===== config.mk =====
export PLATFORM = sky130hd
export DESIGN_NAME = gray_world_white_balance
export DESIGN_NICKNAME = d
export VERILOG_FILES = /design/src/design/gwwb_pkg.sv /design/src/design/gray_world_white_balance.sv /design/src/design/gwwb_lane.sv /design/src/design/gwwb_merge.sv
export VERILOG_INCLUDE_DIRS = /design/src /design/src/design
export SDC_FILE = /design/constraint.sdc
export NUM_CORES = 2
export LEC_CHECK = 0
export ABC_AREA = 1
export BUFFER_PORTS_ARGS = -buffer_cell sky130_fd_sc_hd__buf_2
export CORE_MARGIN = 2
export CORE_UTILIZATION = 45
export CTS_CLUSTER_SIZE = 10
export DETAILED_ROUTE_END_ITERATION = 10
export GPL_TIMING_DRIVEN = 0
export SYNTH_ARGS = -nofsm -noshare
export SYNTH_HDL_FRONTEND = slang
export SYNTH_HIERARCHICAL = 1
export SYNTH_SLANG_ARGS = --single-unit

===== constraint.sdc =====
create_clock -name clk -period 6.2 [get_ports clk]
set_input_delay 1.24 -clock clk [delete_from_list [all_inputs] [get_ports clk]]
set_output_delay 1.24 -clock clk [all_outputs]
set_load 0.01 [all_outputs]

===== src/design/assert_macros.svh =====
// Assertion macros used by the white balance top level.
`ifndef ASSERT_MACROS_SVH
`define ASSERT_MACROS_SVH

`ifndef SYNTHESIS
// Check that a property holds at every rising clock edge outside reset.
`define ASSERT_PROP(lbl, clk_s, rstn_s, prop) \
    lbl: assert property (@(posedge clk_s) disable iff (!rstn_s) prop) \
        else $error("property violated");
// Check that a condition never holds outside reset.
`define ASSERT_NEVER(lbl, clk_s, rstn_s, cond) \
    lbl: assert property (@(posedge clk_s) disable iff (!rstn_s) !(cond)) \
        else $error("forbidden condition seen");
`else
`define ASSERT_PROP(lbl, clk_s, rstn_s, prop)
`define ASSERT_NEVER(lbl, clk_s, rstn_s, cond)
`endif

`endif


===== src/design/gwwb_pkg.sv =====
// Types and constants of the gray-world white balance block.
package gwwb_pkg;

    localparam int FRAME_PIXEL_BITS   = 20;
    localparam int GAIN_FRACTION_BITS = 12;

    localparam int PIX_W      = 8;
    localparam int GAIN_W     = 16;
    localparam int SUM_W      = FRAME_PIXEL_BITS + PIX_W;
    localparam int TOTAL_W    = SUM_W + 2;
    localparam int DIVD_W     = TOTAL_W + GAIN_FRACTION_BITS;
    localparam int REM_W      = TOTAL_W + 1;
    localparam int PROD_W     = PIX_W + GAIN_W;
    localparam int STEP_CNT_W = $clog2(GAIN_W);

    localparam logic [SUM_W-1:0]      SUM_MAX    = {SUM_W{1'b1}};
    localparam logic [GAIN_W-1:0]     GAIN_MAX   = {GAIN_W{1'b1}};
    localparam logic [GAIN_W-1:0]     GAIN_UNITY = GAIN_W'(1 << GAIN_FRACTION_BITS);
    localparam logic [STEP_CNT_W-1:0] STEP_LAST  = STEP_CNT_W'(GAIN_W - 1);

    typedef enum logic [1:0] {
        ACT_CLEAR   = 2'd0,
        ACT_ACCUM   = 2'd1,
        ACT_GAIN    = 2'd2,
        ACT_CORRECT = 2'd3
    } action_t;

    typedef enum logic [2:0] {
        ST_IDLE,
        ST_LOAD,
        ST_CHECK,
        ST_DIV,
        ST_DONE
    } state_t;

    typedef struct packed {
        action_t          action;
        logic [PIX_W-1:0] pixel_red;
        logic [PIX_W-1:0] pixel_green;
        logic [PIX_W-1:0] pixel_blue;
    } pixel_item_t;

    typedef struct packed {
        logic [PIX_W-1:0] out_red;
        logic [PIX_W-1:0] out_green;
        logic [PIX_W-1:0] out_blue;
    } result_item_t;

    // Per-cycle commands from the controller to every channel lane.
    typedef struct packed {
        logic clear;
        logic accum;
        logic load;
        logic check;
        logic step;
        logic commit;
    } lane_ctrl_t;

endpackage


===== src/design/gray_world_white_balance.sv =====
// Top level of the gray-world white balance block.
// Clear, accumulate and correct items transfer one per cycle (a correct item
// needs a free output slot; its corrected pixel is on the result port in the
// cycle after). A gain item blocks input through load, overflow check, 16 steps
// of the per-lane restoring divider (one quotient bit a cycle), and commit.
// Reset zeroes the channel sums, sets all gains to unity and empties the output.
module gray_world_white_balance (
    input  logic                    clk,
    input  logic                    rst_n,
    input  logic                    px_valid,
    output logic                    px_ready,
    input  gwwb_pkg::pixel_item_t   px_item,
    output logic                    res_valid,
    input  logic                    res_ready,
    output gwwb_pkg::result_item_t  res_item
);

    gwwb_pkg::state_t                       state_reg, state_next;
    logic [gwwb_pkg::STEP_CNT_W-1:0]        step_cnt_reg, step_cnt_next;
    logic [gwwb_pkg::TOTAL_W-1:0]           total_reg, total_next;
    gwwb_pkg::lane_ctrl_t                   ctrl;
    logic                                   xfer;
    logic                                   correct_xfer;
    logic [gwwb_pkg::SUM_W-1:0]             sum_red, sum_green, sum_blue;
    logic [gwwb_pkg::PIX_W-1:0]             scaled_red, scaled_green, scaled_blue;

    // Non-correct items never need the output slot.
    assign px_ready = (state_reg == gwwb_pkg::ST_IDLE)
                   && (!res_valid || res_ready || (px_item.action != gwwb_pkg::ACT_CORRECT));
    assign xfer         = px_valid && px_ready;
    assign correct_xfer = xfer && (px_item.action == gwwb_pkg::ACT_CORRECT);

    always_comb
    begin
        state_next = state_reg;
        unique case (state_reg)
            gwwb_pkg::ST_IDLE:
            begin
                if (xfer && (px_item.action == gwwb_pkg::ACT_GAIN))
                begin
                    state_next = gwwb_pkg::ST_LOAD;
                end
            end
            gwwb_pkg::ST_LOAD:  state_next = gwwb_pkg::ST_CHECK;
            gwwb_pkg::ST_CHECK: state_next = gwwb_pkg::ST_DIV;
            gwwb_pkg::ST_DIV:
            begin
                if (step_cnt_reg == gwwb_pkg::STEP_LAST)
                begin
                    state_next = gwwb_pkg::ST_DONE;
                end
            end
            gwwb_pkg::ST_DONE:  state_next = gwwb_pkg::ST_IDLE;
            default:            state_next = gwwb_pkg::ST_IDLE;
        endcase
    end

    always_comb
    begin
        ctrl          = '0;
        ctrl.clear    = xfer && (px_item.action == gwwb_pkg::ACT_CLEAR);
        ctrl.accum    = xfer && (px_item.action == gwwb_pkg::ACT_ACCUM);
        step_cnt_next = step_cnt_reg;
        unique case (state_reg)
            gwwb_pkg::ST_IDLE:  ;
            gwwb_pkg::ST_LOAD:  ctrl.load = 1'b1;
            gwwb_pkg::ST_CHECK:
            begin
                ctrl.check    = 1'b1;
                step_cnt_next = '0;
            end
            gwwb_pkg::ST_DIV:
            begin
                ctrl.step     = 1'b1;
                step_cnt_next = step_cnt_reg + 1'b1;
            end
            gwwb_pkg::ST_DONE:  ctrl.commit = 1'b1;
            default:            ;
        endcase
    end

    // Capture the gray total when a gain item transfers.
    always_comb
    begin
        total_next = total_reg;
        if (xfer && (px_item.action == gwwb_pkg::ACT_GAIN))
        begin
            total_next = gwwb_pkg::TOTAL_W'(sum_red) + gwwb_pkg::TOTAL_W'(sum_green)
                       + gwwb_pkg::TOTAL_W'(sum_blue);
        end
    end

    always_ff @(posedge clk or negedge rst_n)
    begin
        if (!rst_n)
        begin
            state_reg    <= gwwb_pkg::ST_IDLE;
            step_cnt_reg <= '0;
        end
        else
        begin
            state_reg    <= state_next;
            step_cnt_reg <= step_cnt_next;
        end
    end

    always_ff @(posedge clk)
    begin
        total_reg <= total_next;
    end

    gwwb_lane u_lane_red (
        .clk    (clk),
        .rst_n  (rst_n),
        .ctrl   (ctrl),
        .pixel  (px_item.pixel_red),
        .total  (total_reg),
        .sum    (sum_red),
        .scaled (scaled_red)
    );

    gwwb_lane u_lane_green (
        .clk    (clk),
        .rst_n  (rst_n),
        .ctrl   (ctrl),
        .pixel  (px_item.pixel_green),
        .total  (total_reg),
        .sum    (sum_green),
        .scaled (scaled_green)
    );

    gwwb_lane u_lane_blue (
        .clk    (clk),
        .rst_n  (rst_n),
        .ctrl   (ctrl),
        .pixel  (px_item.pixel_blue),
        .total  (total_reg),
        .sum    (sum_blue),
        .scaled (scaled_blue)
    );

    gwwb_merge u_merge (
        .clk       (clk),
        .rst_n     (rst_n),
        .load      (correct_xfer),
        .red       (scaled_red),
        .green     (scaled_green),
        .blue      (scaled_blue),
        .res_valid (res_valid),
        .res_ready (res_ready),
        .res_item  (res_item)
    );

`include "assert_macros.svh"

    `ASSERT_PROP(a_correct_gives_result, clk, rst_n, correct_xfer |=> res_valid)
    `ASSERT_PROP(a_gain_blocks_input, clk, rst_n, (xfer && (px_item.action == gwwb_pkg::ACT_GAIN)) |=> !px_ready)
    `ASSERT_PROP(a_total_held_in_divide, clk, rst_n, (state_reg == gwwb_pkg::ST_DIV) |=> $stable(total_reg))
    `ASSERT_NEVER(a_done_only_after_divide, clk, rst_n, (state_reg == gwwb_pkg::ST_DONE) && ($past(state_reg) != gwwb_pkg::ST_DIV))

endmodule


===== src/design/gwwb_lane.sv =====
// One color channel: saturating sum, serial gain divider and pixel scaler.
module gwwb_lane (
    input  logic                               clk,
    input  logic                               rst_n,
    input  gwwb_pkg::lane_ctrl_t               ctrl,
    input  logic [gwwb_pkg::PIX_W-1:0]         pixel,
    input  logic [gwwb_pkg::TOTAL_W-1:0]       total,
    output logic [gwwb_pkg::SUM_W-1:0]         sum,
    output logic [gwwb_pkg::PIX_W-1:0]         scaled
);

    logic [gwwb_pkg::SUM_W-1:0]    sum_reg, sum_next;
    logic [gwwb_pkg::SUM_W:0]      sum_ext;
    logic [gwwb_pkg::GAIN_W-1:0]   gain_reg, gain_next;
    logic [gwwb_pkg::TOTAL_W-1:0]  divisor_reg, divisor_next;
    logic [gwwb_pkg::REM_W-1:0]    rem_reg, rem_next;
    logic [gwwb_pkg::REM_W-1:0]    trial;
    logic [gwwb_pkg::GAIN_W-1:0]   low_reg, low_next;
    logic [gwwb_pkg::GAIN_W-1:0]   quot_reg, quot_next;
    logic                          ovf_reg, ovf_next;
    logic [gwwb_pkg::DIVD_W-1:0]   dividend;
    logic [gwwb_pkg::PROD_W-1:0]   prod;

    assign sum = sum_reg;

    always_comb
    begin
        sum_ext  = {1'b0, sum_reg} + (gwwb_pkg::SUM_W + 1)'(pixel);
        sum_next = sum_reg;
        if (ctrl.clear)
        begin
            sum_next = '0;
        end
        else if (ctrl.accum)
        begin
            sum_next = sum_ext[gwwb_pkg::SUM_W] ? gwwb_pkg::SUM_MAX
                                                : sum_ext[gwwb_pkg::SUM_W-1:0];
        end
    end

    // Divide (total << F) by 3 * sum, one quotient bit per step.
    always_comb
    begin
        dividend     = {total, {gwwb_pkg::GAIN_FRACTION_BITS{1'b0}}};
        trial        = {rem_reg[gwwb_pkg::REM_W-2:0], low_reg[gwwb_pkg::GAIN_W-1]};
        divisor_next = divisor_reg;
        rem_next     = rem_reg;
        low_next     = low_reg;
        quot_next    = quot_reg;
        ovf_next     = ovf_reg;
        gain_next    = gain_reg;
        if (ctrl.load)
        begin
            divisor_next = gwwb_pkg::TOTAL_W'(sum_reg)
                         + gwwb_pkg::TOTAL_W'({sum_reg, 1'b0});
            rem_next     = gwwb_pkg::REM_W'(dividend[gwwb_pkg::DIVD_W-1:gwwb_pkg::GAIN_W]);
            low_next     = dividend[gwwb_pkg::GAIN_W-1:0];
            quot_next    = '0;
        end
        if (ctrl.check)
        begin
            // Quotient overflows the gain, or the channel sum is zero.
            ovf_next = rem_reg >= {1'b0, divisor_reg};
        end
        if (ctrl.step)
        begin
            low_next = {low_reg[gwwb_pkg::GAIN_W-2:0], 1'b0};
            if (trial >= {1'b0, divisor_reg})
            begin
                rem_next  = trial - {1'b0, divisor_reg};
                quot_next = {quot_reg[gwwb_pkg::GAIN_W-2:0], 1'b1};
            end
            else
            begin
                rem_next  = trial;
                quot_next = {quot_reg[gwwb_pkg::GAIN_W-2:0], 1'b0};
            end
        end
        if (ctrl.commit)
        begin
            gain_next = ovf_reg ? gwwb_pkg::GAIN_MAX : quot_reg;
        end
    end

    always_comb
    begin
        prod   = gwwb_pkg::PROD_W'(pixel) * gwwb_pkg::PROD_W'(gain_reg);
        scaled = (|(prod >> (gwwb_pkg::GAIN_FRACTION_BITS + gwwb_pkg::PIX_W)))
               ? {gwwb_pkg::PIX_W{1'b1}}
               : prod[gwwb_pkg::GAIN_FRACTION_BITS +: gwwb_pkg::PIX_W];
    end

    always_ff @(posedge clk or negedge rst_n)
    begin
        if (!rst_n)
        begin
            sum_reg  <= '0;
            gain_reg <= gwwb_pkg::GAIN_UNITY;
        end
        else
        begin
            sum_reg  <= sum_next;
            gain_reg <= gain_next;
        end
    end

    always_ff @(posedge clk)
    begin
        divisor_reg <= divisor_next;
        rem_reg     <= rem_next;
        low_reg     <= low_next;
        quot_reg    <= quot_next;
        ovf_reg     <= ovf_next;
    end

endmodule


===== src/design/gwwb_merge.sv =====
// Output stage: joins the three lane results into one registered pixel.
module gwwb_merge (
    input  logic                          clk,
    input  logic                          rst_n,
    input  logic                          load,
    input  logic [gwwb_pkg::PIX_W-1:0]    red,
    input  logic [gwwb_pkg::PIX_W-1:0]    green,
    input  logic [gwwb_pkg::PIX_W-1:0]    blue,
    output logic                          res_valid,
    input  logic                          res_ready,
    output gwwb_pkg::result_item_t        res_item
);

    logic                   valid_reg, valid_next;
    gwwb_pkg::result_item_t item_reg, item_next;

    always_comb
    begin
        valid_next = valid_reg;
        item_next  = item_reg;
        if (load)
        begin
            valid_next         = 1'b1;
            item_next.out_red   = red;
            item_next.out_green = green;
            item_next.out_blue  = blue;
        end
        else if (res_ready)
        begin
            valid_next = 1'b0;
        end
    end

    always_ff @(posedge clk or negedge rst_n)
    begin
        if (!rst_n)
        begin
            valid_reg <= 1'b0;
        end
        else
        begin
            valid_reg <= valid_next;
        end
    end

    always_ff @(posedge clk)
    begin
        item_reg <= item_next;
    end

    assign res_valid = valid_reg;
    assign res_item  = item_reg;

endmodule


; Yosys cells after proc, flatten, opt, wreduce, memory -nomap -nowiden
; Cells that the tools add are included.
[totals]
register_bits = 471
inputBits = 30
out_inout_bits = 26
word_cells = 120
[classes]
add_sub_neg = 12
n_mul = 3
magnitude_cmp = 6
n_eq_ne = 11
muxes = 40
reduce_logical = 19
[op_table]
columns = cell, count
row1 = 28-bit two-way mux, 9
row2 = 31-bit two-way mux, 7
row3 = 31-bit by 30-bit greater-or-equal comparator with 1-bit output, 6
row4 = 16-bit two-way mux, 11
row5 = 31-bit by 30-bit subtractor with 31-bit output, 3
row6 = 28-bit by 29-bit adder with 30-bit output, 3
row7 = 28-bit by 8-bit adder with 29-bit output, 3
row8 = 8-bit by 16-bit multiplier with 24-bit output, 3
row9 = 29-bit by 28-bit adder with 30-bit output, 1
row10 = 28-bit by 28-bit adder with 29-bit output, 1
row11 = 3-bit case mux with 4 select lines, 1
row12 = 4-bit OR reduction, 3
row13 = 1-bit two-way mux, 9
row14 = 4-bit case mux with 2 select lines, 1
row15 = 2-bit nonzero test, 4
row16 = 3-bit by 2-bit equality test with 1-bit output (second input constant), 2
row17 = 1-bit logical AND, 6
row18 = 3-bit two-way mux, 2
row19 = 4-bit by 1-bit adder with 4-bit output (second input constant), 1
row20 = 2-bit equality test (second input constant), 2
row21 = 4-bit equality test (second input constant), 1
row22 = 2-bit != test (second input constant), 2
row23 = 3-bit by 1-bit equality test with 1-bit output (second input constant), 1
row24 = 3-bit equality test (second input constant), 1
row25 = other kinds (7), 8

; Depth between registers and ports, before layout
[depth]
ltp_word = 8
mapped_depth = 27
depth_no_buf = 25

; Modules after synthesis
; Netlist, hierarchy kept.
[by_module_without_submodules]
columns = module, n_inst, cells_each, area_each_um2, seq_area_each_um2
row1 = gwwb_lane (u_lane_blue), 1, 2273, 15307.2, 3564.7
row2 = gwwb_lane (u_lane_red), 1, 2226, 15187.1, 3564.7
row3 = gwwb_lane (u_lane_green), 1, 2201, 15055.7, 3564.7
row4 = gray_world_white_balance, 1, 525, 3945.0, 1076.0
row5 = gwwb_merge, 1, 29, 760.7, 745.7

; Worst setup path after synthesis
; Ideal clock, no wire load.
[synth_timing]
kind = in2reg
start = input port px_item[15] in the netlist's numbering
end = register u_merge.item_reg (netlist bit u_merge/res_item[10]) (data pin)
setup_time_ns = 0.270
t_arrival_ns = 5.313
required_time_ns = 5.930
setup_slack_ns = 0.616
cell_stages = 21
n_path_buf = 2
path_cell_list = clkbuf_1 > clkbuf_1 > nand2_1 > fa_1 > fa_1 > inv_1 > fa_1 > inv_1 > fa_1 > inv_1 > ha_1 > nand2_1 > inv_1 > a21oi_1 > o21ai_0 > nand2_1 > nand3_1 > nand2_1 > nand2_1 > nor2_2 > nand3_1
[synth_between]
elab_chain_len = 2
[synth_rtl]
columns = element, line
row1 = start: declaration, gray_world_white_balance.sv:12  ; input gwwb_pkg::pixel_item_t px_item,
row2 = 8-bit by 16-bit multiplier with 24-bit output (*), gwwb_lane.sv:87  ; prod = gwwb_pkg::PROD_W'(pixel) * gwwb_pkg::PROD_W'(gain_reg);
row3 = 4-bit OR reduction, gwwb_lane.sv:88  ; scaled = (|(prod >> (gwwb_pkg::GAIN_FRACTION_BITS + gwwb_pkg::PIX_W)))
row4 = end signal: assignment, gwwb_merge.sv:48  ; item_reg <= item_next;
row5 = end: declaration, gwwb_merge.sv:15  ; gwwb_pkg::result_item_t item_reg, item_next;
; Every way passes the cells marked *; elsewhere a longest branch is shown, timed or not.
; A chain may end at the register's enable or synchronous reset.

; Final worst setup path
[layout_timing]
start = input port px_item[18] in the netlist's numbering
end = register u_merge.item_reg (netlist bit u_merge/res_item[22]) (data pin)
; Same word-level chain as after synthesis.

==> impl_metrics.py <==
metrics = {
    "routing": {
        "routedWlPerCell_microns": 17.6,
        "ant_nets": 0,
        "drt-vias-per-instance": 5.12,
        "drc_errors": 0,
        "wl_met1_microns": 72800,
        "highest_layer": "met4",
        "drt-pass1-iter-count": 8,
        "drt_iter0_drc": 3397,
        "wirelength_microns": 156000,
        "met3_length_microns": 7110,
        "vias": 45600,
        "dr_wl_met2_microns": 71000,
    },
    "sta": {
        "maxSlewHeadroom": 0.158,
        "fin_crit_ns": 5.84,
        "hold_viol_final": 0,
        "worst_pin_slew_ns": 1.26,
        "skew_ns": 0.0320,
        "slew_viol_final": 0,
        "rsz0062_at_grt": "false",
        "max_clock_freq_ghz": 0.171,
        "finalSetupViolations": 0,
        "period_share": 0.942,
        "layout_setup_ws_ns": 0.361,
    },
    "cts": {
        "cts-root-buf": "clkbuf_16",
        "cts.clk_slew.worst_paths_ns": 0.06,
        "clock_path_buffers": 3,
        "cts_resized": 0,
        "ctsHoldBuffers": 0,
        "cts_buffers": 58,
        "h-tree-depth": 2,
        "cts_tree": "yes",
        "cts.sinks": 440,
        "cts_setup_buffers": 0,
        "insertion_delay_ns": 0.67,
    },
    "setup_path": {
        "arrival_ns": 6.23,
        "cpPeakStageDelay_ns": 0.54,
        "cpMostUsedCell": "nand2_1",
        "path_class": "input pin to flop",
        "cpLargestDelayFamily": "adder cells",
        "crit_path_start_kind": "input pin",
        "critical_path.slowest_cell": "fa_1",
        "end_kind": "flop",
        "crit_chain": "buf_2 -> clkbuf_1 -> clkbuf_1 -> nand2_1 -> fa_1 -> fa_1 -> inv_1 -> fa_1 -> inv_1 -> fa_1 -> inv_1 -> ha_1 -> nand2_1 -> nor2_1 -> nand2_1 -> nor3b_1 -> nand2_1 -> nand3_1 -> nand2_1 -> nand2_1 -> nand2_1 -> nor2_4 -> nand2_1",
        "cp_max_fo": 10,
        "crit_required_ns": 6.59,
        "crit_buf_inv": 6,
    },
    "final_layout": {
        "num_antenna_cells": 0,
        "design_area_sq_um": 54300,
        "layout.nets": 8132,
        "area_growth_pct": 8.01,
        "seq_area_sq_um": 12500,
        "drive_gt1_frac": 0.0434,
        "post-route-util": 0.490,
        "fill_cells": 11400,
        "multi_input_area_sq_um": 31500,
    },
    "synthesis": {
        "synth.area.top_cells": "edfxtp_1 18%, nand2_1 18%, fa_1 11%",
        "synthDistinctLibCells": 57,
        "yosysTopAreaCell": "edfxtp_1",
        "ys_async_sr_fraction": 0.318,
        "syn_inst": 7254,
        "yosys.area.top_type_share": 0.179,
        "ys_ff_latch": 440,
        "synth_area_sq_um": 50300,
        "synth_flop_cell": "edfxtp_1",
        "synth_edf_count": 300,
        "syn_area_per_cell_sq_um": 6.93,
        "syn-num-nets": 8013,
        "yosys_warnings": 6,
        "synth.most_common_cell": "nand2_1",
        "synth_common_cells": "2,366 x nand2_1, 1,434 x inv_1, 536 x nor2_1",
        "synth.yosys.seq_area_share": 0.249,
    },
    "job": {
        "cap_violations": 0,
    },
    "die": {
        "fp.dieH_microns": 338,
        "initial_core_util": 0.454,
        "io_pins": 56,
        "dieArea_sq_um": 114000,
        "die_width_microns": 338,
        "fp-row-count": 122,
        "core_area_sq_um": 111000,
    },
    "worst_hold_path": {
        "hold_class": "flop to flop",
    },
    "global_routing": {
        "grt_antenna_before_repair": 2,
        "first_global_vias": 44700,
        "grt_overflow_total": 0,
        "grt_pass1_wl_microns": 248000,
        "grt_start_max_net_pins": 81,
        "grt_usage": 0.273,
    },
    "run_status": {
        "status": "finished, final reports clean",
    },
    "place": {
        "dpl.hpwl_microns": 128000,
        "io_buffers": 55,
        "globalplace.congestion": 0.984,
        "placed_area_sq_um": 52500,
        "dpl_worst_slack_ns": -0.516,
    },
}
[area by class of cell]
type	count	share of cell area
inverter	1447	0.100
timing repair buffer	59	0.00662
clock buffer	81	0.0299
clock inverter	19	0.00295
tap	1488	0.0343
multi-input combinational	5203	0.581
buffer	164	0.0145
sequential	440	0.231
[cells by family (layout without fill, tap and decap cells)]
kind of cell,Yosys count,after routing,share of synthesized area
AOI/OAI and AO/OA,710,710,0.0781
xor gates and xnor gates,170,170,0.0296
adders and majority gates,729,729,0.224
buffers and inverters,1611,1770,0.124
DFF,440,440,0.249
and+or+nand+nor,3594,3594,0.295
[layer usage]
metal,GRT usage,vias up
met5,0,-
met4,0.0908,0
met3,0.0259,212
met2,0.443,1107
met1,0.381,21400
li1,-,22800
[through the flow]
step	setup TNS [ns]	hold slack, ns	std cells
finish	0	0.461	8901
global route	0	0.492	8901
CTS	0	0.466	8901
detailed placement	-8.26	0.452	8801
global placement	-8.33	0.439	8797
floorplan	0	0.434	7254
[worst paths after layout]
kind | from | end | slack, ns | cells after the start
setup / recovery | px_item[18] | u_merge/res_item[22] | 0.36 | 23
max in group asynchronous | rst_n | u_lane_green/gain_reg[12] | 4.72 | 2
hold reg to reg | u_lane_red/quot_reg[15] | u_lane_red/gain_reg[15] | 0.46 | 2
hold / removal | u_lane_red/quot_reg[15] | u_lane_red/gain_reg[15] | 0.46 | 2
min in group asynchronous | rst_n | step_cnt_reg[1] | 0.58 | 1
setup reg to reg | u_lane_green/gain_reg[8] | u_merge/res_item[11] | 1.03 | 19
[cell usage in the layout, fill, tap and decap left out, types with 8 or more instances in the layout]
cell          n
clkbuf_1    127
xor2_1       82
a21boi_0      8
o21ai_0     204
dfrtp_1     137
inv_1      1433
a21oi_1     325
nand3b_1     22
fa_1        287
nand3_1     383
inv_2        13
o21a_1        8
edfxtp_1    300
nand4_1      99
clkbuf_2      9
o21ai_2      14
a31oi_1      13
buf_4         8
nand2_1    2366
nand2_2      29
xnor2_1      88
clkbuf_16    60
nor4_1       14
o21ai_1      38
o21bai_1     36
buf_6        16
nor2_1      536
and2_1       11
buf_2        71
ha_1        442
nor2_2       32
nor3_1       51
o211ai_1     12
a21o_1       40
or2_2        10
[worst reg2reg max path: stages (launching register included)]
cell and delay (ns):
dfrtp_1 0.32, clkbuf_1 0.47, nand2_1 0.13, inv_1 0.09, fa_1 0.46, fa_1 0.53
fa_1 0.57, inv_1 0.07, fa_1 0.53, inv_1 0.05, ha_1 0.36, a21oi_1 0.25
a21boi_0 0.28, nand2_1 0.11, nand2_1 0.09, nand3_1 0.06, nand2_1 0.06, nand2_1 0.05
nor2_2 0.29, nand3_1 0.14
Power is not shown: default switching activity piles up to over one toggle a cycle in this logic, so the estimate is an artifact.
